[config.mk]
export PLATFORM = sky130hd
export DESIGN_NAME = stable_sorted_priority_queue_top
export DESIGN_NICKNAME = d
export VERILOG_FILES = /design/src/design/spq_pkg.sv /design/src/design/stable_sorted_priority_queue_top.sv /design/src/design/spq_cell.sv
export VERILOG_INCLUDE_DIRS = /design/src /design/src/design
export SDC_FILE = /design/constraint.sdc
export NUM_CORES = 2
export LEC_CHECK = 0
export BUFFER_PORTS_ARGS = -buffer_cell sky130_fd_sc_hd__buf_2
export CAP_MARGIN = 5
export CORE_ASPECT_RATIO = 0.5
export CORE_MARGIN = 4
export CORE_UTILIZATION = 45
export DETAILED_ROUTE_END_ITERATION = 8
export PLACE_DENSITY = 0.66
export SYNTH_ARGS = -nofsm -noshare
export SYNTH_HDL_FRONTEND = slang
export SYNTH_SLANG_ARGS = --single-unit
[constraint.sdc]
create_clock -name clk -period 6.25 [get_ports clk]
set_input_delay 0.625 -clock clk [delete_from_list [all_inputs] [get_ports clk]]
set_output_delay 0.625 -clock clk [all_outputs]
set_load 0.01 [all_outputs]
[src/design/assert_macros.svh]
// Assertion macros shared by the queue RTL.
`ifndef ASSERT_MACROS_SVH
`define ASSERT_MACROS_SVH

// Clocked assertion, masked while reset is held.
`define SPQ_ASSERT(lbl, prop, msg) \
  lbl: assert property (@(posedge clk) disable iff (!rst_n) prop) else $error(msg);

// Clocked assertion that also holds during reset.
`define SPQ_ASSERT_ALWAYS(lbl, prop, msg) \
  lbl: assert property (@(posedge clk) prop) else $error(msg);

`endif

[src/design/spq_pkg.sv]
// Types, constants and request codes for the stable sorted priority queue.
package spq_pkg;

  localparam int QUEUE_DEPTH = 16;
  localparam int DATA_WIDTH  = 32;
  localparam int PRIO_WIDTH  = 16;
  localparam int CNT_W       = $clog2(QUEUE_DEPTH + 1);

  localparam logic REQ_INSERT = 1'b0;
  localparam logic REQ_REMOVE = 1'b1;

  typedef struct packed {
    logic                         req_type;
    logic signed [PRIO_WIDTH-1:0] entry_priority_in;
    logic [DATA_WIDTH-1:0]        datum_in;
  } spq_in_t;

  typedef struct packed {
    logic                  served;
    logic [DATA_WIDTH-1:0] datum_out;
    logic [CNT_W-1:0]      fill_count;
  } spq_out_t;

  // Contents of one cell.
  typedef struct packed {
    logic signed [PRIO_WIDTH-1:0] prio;
    logic [DATA_WIDTH-1:0]        datum;
  } spq_entry_t;

  // Command broadcast to every cell.
  typedef struct packed {
    logic       ins;
    logic       rem;
    spq_entry_t entry;
  } spq_cmd_t;

endpackage

[src/design/stable_sorted_priority_queue_top.sv]
// Stable sorted priority queue: a chain of compare-and-shift cells.
// A result item is registered and appears in the cycle after its request item is accepted.
// Throughput: one request item per cycle while the output is not stalled; every cell compares and shifts in parallel.
// in_ready drops only while a finished result waits on a stalled output.
// Reset (rst_n low, synchronous) empties the queue and clears the output valid.
// Cell contents are not reset; only cells below the fill count are ever read.
`include "assert_macros.svh"

module stable_sorted_priority_queue_top (
  input  logic             clk,
  input  logic             rst_n,
  input  logic             in_valid,
  output logic             in_ready,
  input  spq_pkg::spq_in_t in_item,
  output logic             out_valid,
  input  logic             out_ready,
  output spq_pkg::spq_out_t out_item
);
  import spq_pkg::*;

  logic [CNT_W-1:0] count_r, count_nxt;
  logic             out_valid_r;
  spq_out_t         out_item_r, out_item_nxt;

  logic     in_accept;
  logic     full, empty;
  spq_cmd_t cmd;

  spq_entry_t cell_entry [QUEUE_DEPTH];
  logic       cell_gt    [QUEUE_DEPTH];
  logic       cell_occ   [QUEUE_DEPTH];

  // Output register parts the two sides; a new item enters as the old leaves.
  assign in_ready  = !out_valid_r || out_ready;
  assign in_accept = in_valid && in_ready;
  assign out_valid = out_valid_r;
  assign out_item  = out_item_r;

  assign full  = (count_r == CNT_W'(QUEUE_DEPTH));
  assign empty = (count_r == '0);

  // Insert into a full queue and remove from an empty one are refused.
  assign cmd.ins         = in_accept && (in_item.req_type == REQ_INSERT) && !full;
  assign cmd.rem         = in_accept && (in_item.req_type == REQ_REMOVE) && !empty;
  assign cmd.entry.prio  = in_item.entry_priority_in;
  assign cmd.entry.datum = in_item.datum_in;

  // Cell chain: cell 0 holds the front (smallest priority, oldest among ties).
  // On insert each cell keeps, takes the new entry, or takes its left neighbor;
  // on remove each cell takes its right neighbor.
  for (genvar i = 0; i < QUEUE_DEPTH; i++) begin : g_cell
    spq_entry_t left_e, right_e;
    logic       left_g;

    assign cell_occ[i] = (CNT_W'(i) < count_r);

    if (i == 0) begin : g_first
      assign left_g = 1'b0;
      assign left_e = cmd.entry;
    end else begin : g_mid
      assign left_g = cell_gt[i-1];
      assign left_e = cell_entry[i-1];
    end

    if (i == QUEUE_DEPTH - 1) begin : g_last
      assign right_e = '0;
    end else begin : g_inner
      assign right_e = cell_entry[i+1];
    end

    spq_cell u_cell (
      .clk         (clk),
      .cmd         (cmd),
      .occ         (cell_occ[i]),
      .left_gt     (left_g),
      .left_entry  (left_e),
      .right_entry (right_e),
      .gt          (cell_gt[i]),
      .entry       (cell_entry[i])
    );
  end

  always_comb begin
    count_nxt = count_r;
    if (cmd.ins) begin
      count_nxt = count_r + CNT_W'(1);
    end else if (cmd.rem) begin
      count_nxt = count_r - CNT_W'(1);
    end
  end

  always_comb begin
    out_item_nxt.served     = cmd.ins || cmd.rem;
    out_item_nxt.datum_out  = cmd.rem ? cell_entry[0].datum : '0;
    out_item_nxt.fill_count = count_nxt;
  end

  always_ff @(posedge clk) begin
    if (!rst_n) begin
      count_r     <= '0;
      out_valid_r <= 1'b0;
    end else begin
      count_r <= count_nxt;
      if (in_accept) begin
        out_valid_r <= 1'b1;
      end else if (out_ready) begin
        out_valid_r <= 1'b0;
      end
    end
  end

  always_ff @(posedge clk) begin
    if (in_accept) begin
      out_item_r <= out_item_nxt;
    end
  end

  `SPQ_ASSERT_ALWAYS(a_count_bound, (!rst_n || count_r <= CNT_W'(QUEUE_DEPTH)), "fill count past depth")
  `SPQ_ASSERT(a_ins_grows, (cmd.ins |=> (count_r == $past(count_r) + CNT_W'(1))), "insert did not grow queue")
  `SPQ_ASSERT(a_refused_stable, ((in_accept && !cmd.ins && !cmd.rem) |=> $stable(count_r)), "refused request changed count")
  `SPQ_ASSERT(a_unserved_zero, ((out_valid && !out_item.served) |-> (out_item.datum_out == '0)), "unserved result carries data")

endmodule

[src/design/spq_cell.sv]
// One storage cell of the sorted shift chain.
module spq_cell (
  input  logic               clk,
  input  spq_pkg::spq_cmd_t  cmd,
  input  logic               occ,
  input  logic               left_gt,
  input  spq_pkg::spq_entry_t left_entry,
  input  spq_pkg::spq_entry_t right_entry,
  output logic               gt,
  output spq_pkg::spq_entry_t entry
);
  import spq_pkg::*;

  spq_entry_t entry_r, entry_nxt;

  // Cell must make room: empty, or holds a strictly larger priority.
  assign gt    = !occ || (entry_r.prio > cmd.entry.prio);
  assign entry = entry_r;

  always_comb begin
    entry_nxt = entry_r;
    if (cmd.ins) begin
      if (left_gt) begin
        entry_nxt = left_entry;
      end else if (gt) begin
        entry_nxt = cmd.entry;
      end
    end else if (cmd.rem) begin
      entry_nxt = right_entry;
    end
  end

  always_ff @(posedge clk) begin
    entry_r <= entry_nxt;
  end

endmodule

# Yosys cells after proc, flatten, opt, wreduce, memory -nomap -nowiden
# Index checks and enable logic that the tools add are counted.
[totals]
reg_bits = 812
input_bits = 53
out_inout_bits = 40
[op_classes]
n_addsub = 2
n_lt_le_gt_ge = 32
eq_ne = 17
mux = 67
bitwise = 1
n_reduce_logical = 61
[op_table]
columns = ["cell", "n"]
rows = [
  ["$mux W48", 63],
  ["$gt A16 B16 Y1", 16],
  ["$ne A3 B1 Y1 const B", 15],
  ["$lt A4 B5 Y1 const A", 8],
  ["$reduce_and A2 Y1", 16],
  ["$lt A3 B5 Y1 const A", 4],
  ["$logic_not A1 Y1", 19],
  ["$logic_or A1 B1 Y1", 18],
  ["$lt A1 B5 Y1 const A", 2],
  ["$lt A2 B5 Y1 const A", 2],
  ["$mux W5", 2],
  ["$add A5 B1 Y5 const B", 1],
  ["$eq A5 B5 Y1 const B", 1],
  ["$logic_and A1 B1 Y1", 5],
  ["$logic_not A5 Y1", 1],
  ["$sub A5 B1 Y5 const B", 1],
  ["$reduce_bool A2 Y1", 2],
  ["$mux W1", 2],
  ["$ne A2 B1 Y1 const B", 1],
  ["$not A1 Y1", 1],
]

# Logic depth before layout (Yosys ltp)
[logic_depth]
depth_word = 7
mapped_depth = 13
depth_no_buf = 9

# Modules after synthesis
# From an unflattened synthesis, not the netlist that was laid out.
[unflattened]
hier_cells = 4483
hier_area_um2 = 47742.0
[by_module_without_submodules]
columns = ["mod", "n_inst", "cells_each", "area_each_um2", "seq_area_each_um2"]
rows = [
  ["spq_cell at g_cell[0].u_cell ...", 11, 270, 2859.0, 1441.4],
  ["spq_cell at g_cell[5].u_cell ...", 5, 271, 2857.7, 1441.4],
  ["stable_sorted_priority_queue_top", 1, 158, 2004.4, 1261.2],
]

# Worst setup path after synthesis
# OpenSTA, ideal clock, no wires.
[synth_timing]
kind = "input to register"
from = "input port in_item[33] (netlist bit)"
to = "register g_cell[4].u_cell.entry_r, in the netlist g_cell[4].u_cell.entry[0] (enable)"
setup_time_ns = 0.483
t_arrival_ns = 5.644
t_required_ns = 5.767
slack_ns = 0.124
cell_stages = 12
n_path_buf = 3
cell_sequence = "clkbuf_1 -> inv_1 -> ha_1 -> nor2b_1 -> o211ai_1 -> a2111oi_0 -> a2111oi_0 -> o221ai_1 -> buf_2 -> buf_2 -> inv_1 -> a31oi_1"
[synth_via]
elab_chain_cells = 4
[synth_rtl]
columns = ["element", "line_no", "rtl"]
rows = [
  ["start: declaration", "stable_sorted_priority_queue_top.sv:14", "input spq_pkg::spq_in_t in_item,"],
  ["$gt A16 B16 Y1", "spq_cell.sv:17", "assign gt = !occ || (entry_r.prio > cmd.entry.prio);"],
  ["$logic_or A1 B1 Y1", "spq_cell.sv:17", ""],
  ["$ne A3 B1 Y1 (no line) (*)", "--", ""],
  ["$reduce_and A2 Y1 (no line) (*)", "--", ""],
  ["end signal: assignment", "spq_cell.sv:34", "entry_r <= entry_nxt;"],
  ["end: declaration", "spq_cell.sv:14", "spq_entry_t entry_r, entry_nxt;"],
]
# Mark *: on every way between the ends. The rest lies on a longest branch, timed or not.
# A chain may end at the register's enable or synchronous reset.

# Final worst setup path
[layout_timing]
from = "register count_r[4]"
to = "register g_cell[12].u_cell.entry_r, in the netlist g_cell[12].u_cell.entry[9] (enable)"
[layout_via]
elab_chain_cells = 5
[layout_rtl]
columns = ["element", "line_no", "rtl"]
rows = [
  ["start: declaration", "stable_sorted_priority_queue_top.sv:21", "logic [CNT_W-1:0] count_r, count_nxt;"],
  ["start signal: assignment", "stable_sorted_priority_queue_top.sv:103", "count_r <= count_nxt;"],
  ["$lt A4 B5 Y1 (tied with other cells)", "stable_sorted_priority_queue_top.sv:55", "assign cell_occ[i] = (CNT_W'(i) < count_r);"],
  ["$logic_not A1 Y1, on equally long branches", "spq_cell.sv:17, stable_sorted_priority_queue_top.sv:43, stable_sorted_priority_queue_top.sv:44", ""],
  ["$logic_or A1 B1 Y1 (tied with other cells)", "spq_cell.sv:17", ""],
  ["$ne A3 B1 Y1 (no line) / $reduce_bool A2 Y1 (equally long branches)", "--", ""],
  ["$reduce_and A2 Y1 (no line) (*)", "--", ""],
  ["end signal: assignment", "spq_cell.sv:34", ""],
  ["end: declaration", "spq_cell.sv:14", ""],
]
# Marks and branches as above.

==> reports/qor.yml <==
yosysUniqueCellTypes: 69
worstSetupPathType: "reg2reg"
relSlewSlack: 0.167
p_leak_nw: 19.8
final_cell_area_sq_um: 51400
finalWorstPathRequiredPeriod_ns: 4.51
power.total_mw: 15.3
comb_power_share: 0.189
numCtsBuffers: 81
via_per_inst: 6.17
maxSlewViolCount: 0
drt_wl_total_microns: 145000
fmax_ghz: 0.222
clk_path_buf_depth: 3
setup_tns_ns: 0
drv_cap: 0
synth.area.top_cells: "edfxtp_1 51%, mux2i_1 12%, ha_1 6.9%, nand2_1 5.7%, o21ai_0 4.2%"
reg2reg_depth: 7
post-route-period-util: 0.722
clkPwrFrac: 0.332
power.internal_mw: 10.7
cp_max_fo: 34
grt_overflow_total: 0
synth-seq-cells: 812
ys_seq_area_frac: 0.517
cts_hold_buf: 0
dpl_cell_area_sq_um: 48800
hpwlAfterDp_microns: 91100
antenna_found_initial: 4
std_cell_rows: 83
die-width_microns: 465
dieArea_sq_um: 110000
layout-drive-gt1-share: 0.0930
grt_max_degree: 196
final.setup_skew_ns: 0.0221
synth_nets: 4726
rsz0062_at_grt: "false"
hold_violations: 0
synth_area_sq_um: 47100
cts-root-buf: "clkbuf_16"
start_util: 0.456
portBuffers: 92
cts_setup_buffers: 0
gp_congestion: 0.923
synth_top_area_frac: 0.514
clk_pin_slew_ns: 0.06
status: "finished clean"
switching_power_mw: 4.60
drt-wirelength-per-cell_microns: 25.2
vias: 35500
drc_errors: 0
synth_edf_count: 806
synth.avg_cell_area_sq_um: 10.7
drt_iter0_markers: 3814
critPathRequiredTime_ns: 6.66
min_path_type: "in2reg"
die_h_microns: 237
setup_viol: 0
synthCells: 4414
p_sw_frac: 0.302
grt_pass1_wl_microns: 217000
worstSetupEndpointType: "flip-flop"
insertion_delay_ns: 0.69
synth-main-ff-cell: "edfxtp_1"
tightest_slew_ns: 1.25
clock-sinks: 812
htree_num_levels: 3
p_seq_frac: 0.479
yosys_warnings: 0
coreArea_sq_um: 103000
ys_async_sr_fraction: 0
final_net_count: 4595
peakVddDrop_mv: 0.188
io-pin-count: 93
syn2layout_area_growth_pct: 9.22
yosysTopAreaCell: "edfxtp_1"
ctsResizeCount: 0
cts_tree: "yes"
holdPathStages: 3
p_per_area_nw_per_um2: 297
first_global_vias: 34700
grt_usage: 0.255
ant_nets: 0
cp-start-kind: "flip-flop"
dr.pass1.iters: 5
crit_arrival_ns: 4.92
[cells by family after synthesis]
| group | Yosys count | share of synthesized area |
|---|---|---|
| compound gates | 933 | 0.119 |
| xor+xnor | 3 | 0.000558 |
| fa+ha+maj | 259 | 0.0688 |
| buf+inv | 430 | 0.0384 |
| flops | 812 | 0.517 |
| mux | 601 | 0.129 |
| simple gates | 1376 | 0.128 |
[routing by layer]
metal  vias up  global-route usage  share of wire  wire length [microns]
li1      16100                   -              -                      -
met1     17600               0.358           0.43                  62400
met2      1609               0.398           0.45                  64600
met3       286              0.0462          0.087                  12700
met4         0              0.0922          0.035                   5100
met5         -                   0              0                      0
[power by group through the flow]
stage,clock network [mW],registers [mW],logic [mW]
2_1_floorplan,0,7.27,1.89
3_3_place_gp,0,7.40,2.75
3_5_place_dp,0,7.41,2.83
4_1_cts,5.13,7.30,2.85
5_1_grt,5.36,7.37,3.15
6_report,5.06,7.31,2.88
[placed cells by master (no fill, tap or decap), types with 33 or more instances in the layout]
cell type	netlist	routed
edfxtp_1	806	806
nand2_1	720	715
mux2i_1	568	568
o21ai_0	393	393
ha_1	259	259
nor2_1	227	225
a21oi_1	196	191
nor3_1	158	158
buf_2	64	92
clkbuf_16	0	82
o21ai_1	75	74
nand3_1	67	67
buf_4	14	62
a211oi_1	61	60
nand2b_1	56	56
inv_1	48	47
nand4_1	47	47
o211ai_1	47	47
o221a_2	48	47
and2_1	40	40
mux2_2	33	33
[metrics by stage]
stage	util	worst slack, ns	cells	hold WS (ns)
after floorplan	-	0.124	4414	0.496
after global placement	0.473	1.28	5602	0.499
after detailed placement	0.473	1.15	5602	0.510
after CTS	0.498	1.81	5748	0.165
after global routing	0.498	1.68	5750	0.186
final	0.498	1.74	5752	0.204
[flip-flops by register name (all words and copies together) (netlist names)]
register             cells
out_item                38
count_r                  5
g_cell.u_cell.entry    768
out_valid                1
[synth_stat cells, types with 9 or more instances]
cell,count
a21o_1,32
buf_2,64
edfxtp_1,806
nor2b_1,18
and2_1,40
a21oi_1,196
inv_1,48
mux2_2,33
a31oi_1,11
nor2_1,227
clkbuf_1,276
nand2b_1,56
o21ai_0,393
o221a_2,48
a211oi_1,61
o211ai_1,47
nor3_1,158
nand3_1,67
o21ai_1,75
nand4_1,47
buf_4,14
mux2i_1,568
nand2_1,720
ha_1,259
o21a_1,9
buf_1,20
[final cells by class]
cell class                      count  area [sq um]
Multi-Input combinational cell   3172         21300
Inverter                           48           180
Timing Repair Buffer              168          1210
Clock buffer                      102          2130
Sequential cell                   812         24300
Clock inverter                     44           493
Fill cell                        9233         51800
Tap cell                         1402          1750
Antenna cell                        4          10.0
[worst paths after layout]
check,end,slack (ns),from
worst min register to register,g_cell[14].u_cell.entry[20],0.52,g_cell[15].u_cell.entry[20]
worst max-delay path,g_cell[12].u_cell.entry[9],1.74,count_r[4]
worst min-delay path,out_valid,0.20,in_valid
worst max register to register,g_cell[12].u_cell.entry[9],1.74,count_r[4]
[worst max-delay path, stage by stage (launching register included)]
cell and delay (ns):
dfxtp_1 0.56, nor3_1 0.70, nand2_1 0.15, and3_2 0.60, nor2_4 1.05, inv_1 0.36, o21a_2 0.47, buf_12 0.30
Note: power is estimated with default switching activity, not from simulation.
